[src/design/crcdf_pkg.sv]
// Shared types, codes and the CRC-16 byte update for the frame deframer.
`timescale 1ns / 1ps
package crcdf_pkg;

  localparam logic [1:0] KIND_BYTE = 2'd0;
  localparam logic [1:0] KIND_GOOD = 2'd1;
  localparam logic [1:0] KIND_BAD  = 2'd2;

  localparam logic [2:0] CFG_HEAD_FIRST    = 3'd0;
  localparam logic [2:0] CFG_HEAD_SECOND   = 3'd1;
  localparam logic [2:0] CFG_VERSION_PLAIN = 3'd2;
  localparam logic [2:0] CFG_VERSION_SPLIT = 3'd3;
  localparam logic [2:0] CFG_MAX_LENGTH    = 3'd4;

  localparam logic [15:0] CRC_INIT = 16'hFFFF;
  localparam logic [15:0] CRC_POLY = 16'hA001;
  localparam logic [15:0] ERR_MAX  = 16'hFFFF;

  typedef struct packed {
    logic [7:0]  head_first;
    logic [7:0]  head_second;
    logic [7:0]  version_plain;
    logic [7:0]  version_split;
    logic [11:0] max_length;
  } cfg_t;

  typedef struct packed {
    logic [1:0]  kind;
    logic [7:0]  data;
    logic [7:0]  version;
    logic [11:0] length;
    logic [15:0] err_count;
  } res_t;

  function automatic logic [15:0] crc16_step(input logic [15:0] crc, input logic [7:0] b);
    logic [15:0] c;
    c = crc ^ {8'h00, b};
    for (int i = 0; i < 8; i++) begin
      if (c[0]) begin
        c = (c >> 1) ^ CRC_POLY;
      end else begin
        c = c >> 1;
      end
    end
    return c;
  endfunction

endpackage

[src/design/crc16_checked_frame_deframer_top.sv]
// Top level of the CRC-16 checked, length-prefixed frame deframer.
//
// Input channel (in_valid/in_ready/in_rx_byte) takes one stream byte per item.
// Output channel (out_valid/out_ready/out_*) gives a payload byte as it
// arrives, then one good or failed verdict at the end of each frame.
// Configuration channel (cfg_valid/cfg_ready/cfg_index/cfg_data) writes the
// header bytes, accepted versions and length limit; cfg_ready is always high.
// Throughput: one byte per cycle while the output register is free or
// out_ready is high. An accepted byte lands in the input register, is parsed
// once the output register can take its result, and that result, if any, is
// captured in the output register, which drives out_valid. Header, version,
// length and CRC high bytes give no item.
// When out_ready is low a waiting result holds and the byte in the input
// register holds behind it; in_ready falls while both registers hold work
// and the receiver stalls. Reset (rst_n low, synchronous) restores the
// default registers, empties both stages and puts the parser back to
// hunting for a header.
`timescale 1ns / 1ps
module crc16_checked_frame_deframer_top
  import crcdf_pkg::*;
#(
  parameter int MAX_PAYLOAD = 2048
)
(
  input  logic        clk,
  input  logic        rst_n,
  input  logic        in_valid,
  output logic        in_ready,
  input  logic [7:0]  in_rx_byte,
  output logic        out_valid,
  input  logic        out_ready,
  output logic [1:0]  out_kind,
  output logic [7:0]  out_byte,
  output logic [7:0]  out_version,
  output logic [11:0] out_length,
  output logic [15:0] out_error_count,
  input  logic        cfg_valid,
  output logic        cfg_ready,
  input  logic [2:0]  cfg_index,
  input  logic [11:0] cfg_data
);

  cfg_t        cfg;
  logic        in_vld_r;
  logic [7:0]  in_byte_r;
  logic        out_vld_r, out_vld_nxt;
  res_t        out_r;
  logic        adv;
  logic        res_valid;
  res_t        res;
  logic [15:0] err_count;

  assign cfg_ready = 1'b1;

  crcdf_cfg_regs u_cfg (
    .clk      (clk),
    .rst_n    (rst_n),
    .wr_en    (cfg_valid),
    .wr_index (cfg_index),
    .wr_data  (cfg_data),
    .cfg      (cfg)
  );

  assign adv      = in_vld_r && (!out_vld_r || out_ready);
  assign in_ready = !in_vld_r || !out_vld_r || out_ready;

  crcdf_parser #(
    .MAX_PAYLOAD (MAX_PAYLOAD)
  ) u_parser (
    .clk       (clk),
    .rst_n     (rst_n),
    .step      (adv),
    .rx_byte   (in_byte_r),
    .cfg       (cfg),
    .res_valid (res_valid),
    .res       (res),
    .err_count (err_count)
  );

  always_comb begin
    out_vld_nxt = out_vld_r;
    if (adv) begin
      out_vld_nxt = res_valid;
    end else if (out_ready) begin
      out_vld_nxt = 1'b0;
    end
  end

  always_ff @(posedge clk) begin
    if (!rst_n) begin
      in_vld_r  <= 1'b0;
      out_vld_r <= 1'b0;
    end else begin
      if (in_valid && in_ready) begin
        in_vld_r <= 1'b1;
      end else if (adv) begin
        in_vld_r <= 1'b0;
      end
      out_vld_r <= out_vld_nxt;
    end
  end

  always_ff @(posedge clk) begin
    if (in_valid && in_ready) in_byte_r <= in_rx_byte;
    if (adv && res_valid) out_r <= res;
  end

  assign out_valid       = out_vld_r;
  assign out_kind        = out_r.kind;
  assign out_byte        = out_r.data;
  assign out_version     = out_r.version;
  assign out_length      = out_r.length;
  assign out_error_count = out_r.err_count;

  a_verdict_no_byte: assert property (@(posedge clk) disable iff (!rst_n)
    (out_valid && out_kind != KIND_BYTE) |-> (out_byte == 8'h00))
    else $error("verdict item carries a nonzero byte");

  a_bad_counted: assert property (@(posedge clk) disable iff (!rst_n)
    (out_valid && out_kind == KIND_BAD) |-> (out_error_count != 16'h0000))
    else $error("failed verdict with zero error count");

  a_err_monotonic: assert property (@(posedge clk) disable iff (!rst_n)
    $past(rst_n) |-> (err_count >= $past(err_count)))
    else $error("error count decreased");

  a_kind_legal: assert property (@(posedge clk) disable iff (!rst_n)
    out_valid |-> (out_kind == KIND_BYTE || out_kind == KIND_GOOD || out_kind == KIND_BAD))
    else $error("illegal item kind");

endmodule

[src/design/crcdf_cfg_regs.sv]
// Configuration register file for the frame deframer.
`timescale 1ns / 1ps
module crcdf_cfg_regs
  import crcdf_pkg::*;
(
  input  logic        clk,
  input  logic        rst_n,
  input  logic        wr_en,
  input  logic [2:0]  wr_index,
  input  logic [11:0] wr_data,
  output cfg_t        cfg
);

  cfg_t cfg_r;

  always_ff @(posedge clk) begin
    if (!rst_n) begin
      cfg_r.head_first    <= 8'hA5;
      cfg_r.head_second   <= 8'h5A;
      cfg_r.version_plain <= 8'h01;
      cfg_r.version_split <= 8'h02;
      cfg_r.max_length    <= 12'd1404;
    end else if (wr_en) begin
      case (wr_index)
        CFG_HEAD_FIRST:    cfg_r.head_first    <= wr_data[7:0];
        CFG_HEAD_SECOND:   cfg_r.head_second   <= wr_data[7:0];
        CFG_VERSION_PLAIN: cfg_r.version_plain <= wr_data[7:0];
        CFG_VERSION_SPLIT: cfg_r.version_split <= wr_data[7:0];
        CFG_MAX_LENGTH:    cfg_r.max_length    <= wr_data;
        default: ;
      endcase
    end
  end

  assign cfg = cfg_r;

endmodule

[src/design/crcdf_parser.sv]
// Frame parser state, running CRC and result formation for one byte per step.
`timescale 1ns / 1ps
module crcdf_parser
  import crcdf_pkg::*;
#(
  parameter int MAX_PAYLOAD = 2048
)
(
  input  logic        clk,
  input  logic        rst_n,
  input  logic        step,
  input  logic [7:0]  rx_byte,
  input  cfg_t        cfg,
  output logic        res_valid,
  output res_t        res,
  output logic [15:0] err_count
);

  localparam int PW = $clog2(MAX_PAYLOAD + 1);
  localparam logic [15:0] MAX_LEN = 16'(MAX_PAYLOAD);

  localparam logic [2:0] ST_HEAD1   = 3'd0;
  localparam logic [2:0] ST_HEAD2   = 3'd1;
  localparam logic [2:0] ST_VERSION = 3'd2;
  localparam logic [2:0] ST_LEN_HI  = 3'd3;
  localparam logic [2:0] ST_LEN_LO  = 3'd4;
  localparam logic [2:0] ST_PAYLOAD = 3'd5;
  localparam logic [2:0] ST_CRC_HI  = 3'd6;
  localparam logic [2:0] ST_CRC_LO  = 3'd7;

  logic [2:0]    state_r, state_nxt;
  logic [7:0]    ver_r, ver_nxt;
  logic [15:0]   len_r, len_nxt;
  logic [PW-1:0] pos_r, pos_nxt;
  logic [15:0]   crc_r, crc_nxt;
  logic [7:0]    crc_hi_r, crc_hi_nxt;
  logic [15:0]   err_r, err_nxt;

  logic [15:0]   len_new;
  logic [PW-1:0] pos_inc;
  logic [15:0]   rx_crc;
  logic [15:0]   crc_upd;

  assign len_new = {len_r[15:8], rx_byte};
  assign pos_inc = pos_r + PW'(1);
  assign rx_crc  = {crc_hi_r, rx_byte};
  assign crc_upd = crc16_step(crc_r, rx_byte);

  always_comb begin
    state_nxt     = state_r;
    ver_nxt       = ver_r;
    len_nxt       = len_r;
    pos_nxt       = pos_r;
    crc_nxt       = crc_r;
    crc_hi_nxt    = crc_hi_r;
    err_nxt       = err_r;
    res_valid     = 1'b0;
    res.kind      = KIND_BYTE;
    res.data      = 8'h00;
    res.version   = ver_r;
    res.length    = len_r[11:0];
    res.err_count = err_r;
    case (state_r)
      ST_HEAD1: begin
        if (rx_byte == cfg.head_first) state_nxt = ST_HEAD2;
      end
      ST_HEAD2: begin
        if (rx_byte == cfg.head_second) begin
          state_nxt = ST_VERSION;
        end else if (rx_byte != cfg.head_first) begin
          state_nxt = ST_HEAD1;
        end
      end
      ST_VERSION: begin
        ver_nxt = rx_byte;
        crc_nxt = crc16_step(CRC_INIT, rx_byte);
        if (rx_byte != cfg.version_plain && rx_byte != cfg.version_split) begin
          state_nxt = ST_HEAD1;
        end else begin
          state_nxt = ST_LEN_HI;
        end
      end
      ST_LEN_HI: begin
        len_nxt   = {rx_byte, 8'h00};
        crc_nxt   = crc_upd;
        state_nxt = ST_LEN_LO;
      end
      ST_LEN_LO: begin
        len_nxt = len_new;
        crc_nxt = crc_upd;
        if (len_new == 16'h0000 || len_new > {4'h0, cfg.max_length} || len_new > MAX_LEN) begin
          state_nxt = ST_HEAD1;
        end else begin
          pos_nxt   = '0;
          state_nxt = ST_PAYLOAD;
        end
      end
      ST_PAYLOAD: begin
        crc_nxt   = crc_upd;
        pos_nxt   = pos_inc;
        if (16'(pos_inc) >= len_r) state_nxt = ST_CRC_HI;
        res_valid = 1'b1;
        res.data  = rx_byte;
      end
      ST_CRC_HI: begin
        crc_hi_nxt = rx_byte;
        state_nxt  = ST_CRC_LO;
      end
      ST_CRC_LO: begin
        state_nxt = ST_HEAD1;
        res_valid = 1'b1;
        if (rx_crc == crc_r) begin
          res.kind = KIND_GOOD;
        end else begin
          if (err_r != ERR_MAX) err_nxt = err_r + 16'd1;
          res.kind = KIND_BAD;
        end
        res.err_count = err_nxt;
      end
      default: begin
        state_nxt = ST_HEAD1;
      end
    endcase
  end

  always_ff @(posedge clk) begin
    if (!rst_n) begin
      state_r  <= ST_HEAD1;
      ver_r    <= 8'h00;
      len_r    <= 16'h0000;
      pos_r    <= '0;
      crc_r    <= CRC_INIT;
      crc_hi_r <= 8'h00;
      err_r    <= 16'h0000;
    end else if (step) begin
      state_r  <= state_nxt;
      ver_r    <= ver_nxt;
      len_r    <= len_nxt;
      pos_r    <= pos_nxt;
      crc_r    <= crc_nxt;
      crc_hi_r <= crc_hi_nxt;
      err_r    <= err_nxt;
    end
  end

  assign err_count = err_r;

endmodule
[config.mk]
export PLATFORM = sky130hd
export DESIGN_NAME = crc16_checked_frame_deframer_top
export DESIGN_NICKNAME = d
export VERILOG_FILES = /design/src/design/crcdf_pkg.sv /design/src/design/crc16_checked_frame_deframer_top.sv /design/src/design/crcdf_cfg_regs.sv /design/src/design/crcdf_parser.sv
export SDC_FILE = /design/constraint.sdc
export NUM_CORES = 1
export LEC_CHECK = 0
export BUFFER_PORTS_ARGS = -buffer_cell sky130_fd_sc_hd__buf_2
export CAP_MARGIN = 25
export CORE_ASPECT_RATIO = 1.4
export CORE_MARGIN = 1
export CORE_UTILIZATION = 54
export CTS_BUF_LIST = sky130_fd_sc_hd__clkbuf_4 sky130_fd_sc_hd__clkbuf_8 sky130_fd_sc_hd__clkbuf_16
export CTS_CLUSTER_DIAMETER = 60
export DETAILED_ROUTE_END_ITERATION = 10
export PLACE_DENSITY_LB_ADDON = 0.1
export SYNTH_ARGS = -nofsm -noshare
export SYNTH_HDL_FRONTEND = slang
export SYNTH_SLANG_ARGS = --single-unit
export TNS_END_PERCENT = 20
[constraint.sdc]
create_clock -name clk -period 2.8 [get_ports clk]
set_input_delay 0.42 -clock clk [delete_from_list [all_inputs] [get_ports clk]]
set_output_delay 0.42 -clock clk [all_outputs]
set_load 0.01 [all_outputs]
Word-level counts from Yosys, hierarchy flattened
Index checks and enable logic that the tools add are counted.

storage, ports and cells
  bits in registers = 179
  input bits = 28
  output and inout bits = 49
  logic and storage cells = 143

operators by class
  $add $sub $neg = 2
  order comparisons = 3
  eq/ne operators = 22
  muxes and demuxes = 43
  bitwise logic cells = 19
  reductions and logical operators = 33

operators with widths
  cell                   number
  $mux 16                26
  $pmux 16 s2            2
  $not 2->3              16
  $ne 8x8->1             3
  $pmux 12 s2            1
  $pmux 3 s8             1
  $reduce_and 2->1       9
  $add 16x1->16 const B  1
  $eq 16x16->1           1
  $eq 8x8->1             2
  $ge 12x16->1           1
  $gt 16x12->1           1
  $gt 16x12->1 const B   1
  $logic_not 16->1       1
  $ne 16x16->1 const B   1
  $not 8->16             1
  $xor 16x8->16          1
  $eq 3x3->1 const B     5
  $mux 3                 5
  $add 12x1->12 const B  1
  $eq 3x2->1 const B     4
  $mux 12                1
  $reduce_bool 2->1      5
  $eq 3x1->1 const B     2
  other kinds (14)       30

Longest topological paths before layout
  depth in word-level cells = 25
  gate-level depth with buffers = 13

Cells and area by module
From an unflattened synthesis, not the netlist that was laid out.

unflattened totals
  cell total of the unflattened synthesis = 975
  area total of the unflattened synthesis = 9128.8 um^2

by module, submodules not included
  module                            times used  cells an instance  area each (um^2)  sequential area each (um^2)
  crcdf_parser                      1           735                5629.1            1581.5
  crcdf_cfg_regs                    1           171                1754.2            880.8
  crc16_checked_frame_deframer_top  1           69                 1745.4            1661.6

Worst setup path after synthesis
No wires, ideal clock.

  path type = flip-flop to flip-flop
  start point = reg u_parser.pos_r[0]
  end point = reg u_parser.state_r[2]
  data arrival time = 2608 ps
  setup slack = 101 ps
  stages on the path, launching flop included = 14
  path buffers = 0
  clock period less this slack = 2699 ps
  cell sequence = dfxtp_1 -> ha_1 -> inv_1 -> nor3_1 -> nand2_1 -> xnor2_1 -> ha_1 -> nand2_1 -> o211ai_1 -> o221a_2 -> o41ai_1 -> a211oi_4 -> nor2_1 -> a311oi_1

between the ends
  word-level cells in the longest chain between the ends = 4

RTL lines
  item                        line                 text
  from (decl)                 crcdf_parser.sv:34   logic [PW-1:0] pos_r, pos_nxt;
  from (signal assigned)      crcdf_parser.sv:139  pos_r <= pos_nxt;
  $add 12x1->12               crcdf_parser.sv:45   assign pos_inc = pos_r + PW'(1);
  $ge 12x16->1                crcdf_parser.sv:101  if (16'(pos_inc) >= len_r) state_nxt = ST_CRC_HI;
  $ne 2x1->1 (no line)        n/a
  $reduce_and 4->1 (no line)  n/a
  to (signal assigned)        crcdf_parser.sv:136  state_r <= state_nxt;
  to (decl)                   crcdf_parser.sv:31   logic [2:0] state_r, state_nxt;

No other way between the ends.
A chain may end at the register's enable or synchronous reset.

Worst setup path in the final report
  start point = reg u_parser.pos_r[4]
  end point = reg u_parser.state_r[2]

The elaborated chain is that of the path after synthesis.

==> results.ini <==
[floorplan]
die_x_um = 109
die-area_sq_mm = 0.0165
die_y_um = 152
num_rows = 54
core_area_sq_mm = 0.0156
initial_core_util_pct = 55.3
io_pins = 77

[final_layout]
drive_gt1_share_pct = 16.7
seqCellArea_sq_mm = 0.00413
final_cell_area_sq_mm = 0.00995
multi_input_area_sq_mm = 0.00416
nets = 1082
area_growth_pct = 15.3
antenna_cells = 0
nFillCells = 1361

[sta]
setup_tns_ns = 0
timing.final.ws_setup_ns = 0.164
fin_crit_ns = 2.64
finalCritPeriodShare_pct = 94.1
max_freq_ghz = 0.379
worstMarginPinSlew_ns = 0.674
maxSlewHeadroom_pct = 55.0
slew_violations = 0
finalHoldViolations = 0
finalSetupViolCount = 0
skew_ns = 0.00824

[setup_path]
crit_arrival_ns = 2.98
crit_type = register to register
required_ns = 3.15
crit_path_max_fanout = 5
crit_path_end_kind = register
reg2reg_depth = 12
timing.rr.end = u_parser.state_r[2]
r2r_start = u_parser.pos_r[4]
r2r_setup_slack_ns = 0.16
worst_setup_path_start_kind = register

[place]
routabilityCongestion = 0.867
dp_slack_ns = -0.0156
dp_hpwl_um = 14000
port_buffers = 75
dpl_cell_area_sq_mm = 0.00925

[power_and_ir_drop]
p_leak_nw = 3.92
ir_drop_mv = 0.354
power.density_mw_per_mm2 = 550

[hold_path]
min_path_cells = 1
hp-start = in_rx_byte[2]
hp-class = input pin to register
whs_endpoint = in_byte_r[2]

[route]
num_vias = 6717
wl_per_cell_um = 16.0
wl_um = 19700
drc = 0
drtIter0Drc = 295
first_pass_iters = 5
viasPerCell = 5.47
detail-route-antenna-nets = 0

[cts]
cts_buffers = 17
clockRootBuffer = clkbuf_16
tritoncts = yes
htree_levels = 4
cts_hold_buf = 0
clock_latency_ns = 0.43
cts.sinks = 179
clockBufferDepth = 2
clk_pin_slew_ns = 0.07

[global_route]
first_global_vias = 6276
track_usage_pct = 25.5
grt_pass1_wl_um = 32000
antenna_found_initial = 0
grt-ovfl-total = 0
grt_max_degree = 51

[yosys]
synth_async_sr_flop_share_pct = 0
ys_seq_elements = 179
syn_area_sq_mm = 0.00863
syn-instance-count = 942
yosysWarnings = 0
syn_nets = 1004
synth-edff-count = 54
ys.flop_type = dfxtp_1
yosysSeqAreaShare_pct = 47.8
syn_avg_cell_area_sq_um = 9.16
synth_cell_types = 60

[status]
status = finished clean

[flow_run]
maxCapViolations = 0

## where the power goes
part	switching [mW]	leakage, nW	internal [mW]
Sequential	0.0250	1.58	2.68
Combinational	0.196	2.07	0.140
Clock	1.05	0.279	1.38
## layer usage
metal / part of all wire [%] / vias to the layer above / GRT usage [%] / wire length (um)
met5: 0 / - / 0 / 0
met4: 1.6 / 0 / 7.70 / 321
met3: 4.4 / 25 / 4.23 / 873
met2: 49 / 177 / 42.9 / 9680
met1: 45 / 3138 / 33.3 / 8850
li1: - / 3377 / - / -
## layout by cell type (no fill, tap or decap), types with 6 or more instances in the layout
| cell type | Yosys | layout |
|---|---|---|
| edfxtp_1 | 54 | 54 |
| a21oi_1 | 76 | 76 |
| xnor2_1 | 59 | 59 |
| nand2b_1 | 6 | 6 |
| nor4_1 | 8 | 8 |
| nor2_1 | 75 | 75 |
| nand2_1 | 168 | 168 |
| nor3_1 | 14 | 12 |
| o22ai_1 | 7 | 7 |
| nand4_1 | 14 | 14 |
| o21ai_0 | 17 | 17 |
| inv_1 | 38 | 38 |
| buf_4 | 4 | 33 |
| o211ai_1 | 15 | 15 |
| dfxtp_1 | 125 | 121 |
| clkbuf_16 | 0 | 17 |
| nand3_1 | 63 | 62 |
| buf_2 | 7 | 75 |
| ha_1 | 34 | 33 |
| xor2_1 | 41 | 40 |
## flip-flops by register name, summed over array words and instances, names as in the netlist, 12 cells and up
signal              flops
u_parser.len_r         16
out_length             12
u_parser.err_count     16
u_cfg.cfg              44
u_parser.pos_r         12
u_parser.crc_r         16
out_error_count        16
## area by class of cell
class	instances	area share (%)
clock buffer	20	4.57
clock inverter	12	1.45
inverter	39	1.47
multi-input combinational	673	41.8
sequential	179	41.6
tap	196	2.47
timing repair buffer	110	6.67
## worst max path at each step
stage | start | end | slack (ns) | depth (start not counted)
finish | u_parser.pos_r[4] | u_parser.state_r[2] | 0.16 | 12
global placement | u_parser.pos_r[1] | u_parser.state_r[2] | 0.06 | 13
global route | u_parser.pos_r[4] | u_parser.state_r[2] | -0.03 | 12
detailed placement | u_parser.pos_r[1] | u_parser.state_r[2] | -0.02 | 13
CTS | u_parser.pos_r[1] | u_parser.state_r[2] | 0.06 | 13
floorplan | u_parser.pos_r[0] | u_parser.state_r[2] | 0.10 | 13
## timing repair
item                       CTS  global route
setup buffers                0             4
gates cloned                 0             0
gates resized for setup      1            15
setup endpoints to repair    2             3
pin swaps                    0             8
## Yosys cell counts (3+ instances only)
master | n | area share, %
nand2_1 | 168 | 7.3
o211ai_1 | 15 | 1.3
nor4_1 | 8 | 0.58
a211oi_1 | 6 | 0.52
o22ai_1 | 7 | 0.51
o21ai_0 | 17 | 0.99
o21ai_1 | 3 | 0.17
and3_1 | 6 | 0.44
buf_6 | 5 | 0.65
edfxtp_1 | 54 | 19
nand3_1 | 63 | 3.7
o21a_1 | 4 | 0.35
or3_1 | 3 | 0.22
o311ai_0 | 3 | 0.30
and4_1 | 5 | 0.51
ha_1 | 34 | 4.9
dfxtp_1 | 125 | 29
xor2_1 | 41 | 4.2
buf_2 | 7 | 0.41
inv_1 | 38 | 1.7
nor2_1 | 75 | 3.3
nor3_1 | 14 | 0.81
buf_4 | 4 | 0.35
a21oi_1 | 76 | 4.4
nand2b_1 | 6 | 0.44
xnor2_1 | 59 | 6.0
nor2b_1 | 5 | 0.36
clkbuf_1 | 33 | 1.4
nand4_1 | 14 | 1.0
xnor2_2 | 4 | 0.75
## worst max-delay path: stages (launching register included)
cell and delay (ns):
dfxtp_4 0.37, nand3_4 0.11, nor3_4 0.24, and4_1 0.26, xor2_2 0.09, ha_1 0.30
a21oi_1 0.07, o211ai_1 0.23, o221a_2 0.24, o41ai_2 0.09, a211oi_4 0.31, nor2_1 0.07
a311oi_1 0.18
## kinds of logic (layout without fill, tap and decap cells)
group	count (synthesis)	in the layout	share of synthesized area (%)
simple gates	381	381	20.0
mux	2	2	0.232
flops	179	179	47.8
buf+inv	90	181	4.64
xor+xnor	107	107	11.8
fa+ha+maj	34	34	4.93
compound gates	148	148	10.5
other cells	1	1	0.0435
## through the flow
stage | cells | util [%] | total power, mW | hold WS (ns)
after floorplan | 942 | - | 3.00 | 0.408
after global placement | 1193 | 59.3 | 3.10 | 0.416
after detailed placement | 1193 | 59.3 | 3.10 | 0.417
after CTS | 1225 | 63.1 | 5.50 | 0.149
after global routing | 1229 | 63.7 | 5.63 | 0.147
final | 1229 | 63.7 | 5.47 | 0.162
(Power assumes the default switching activity.)
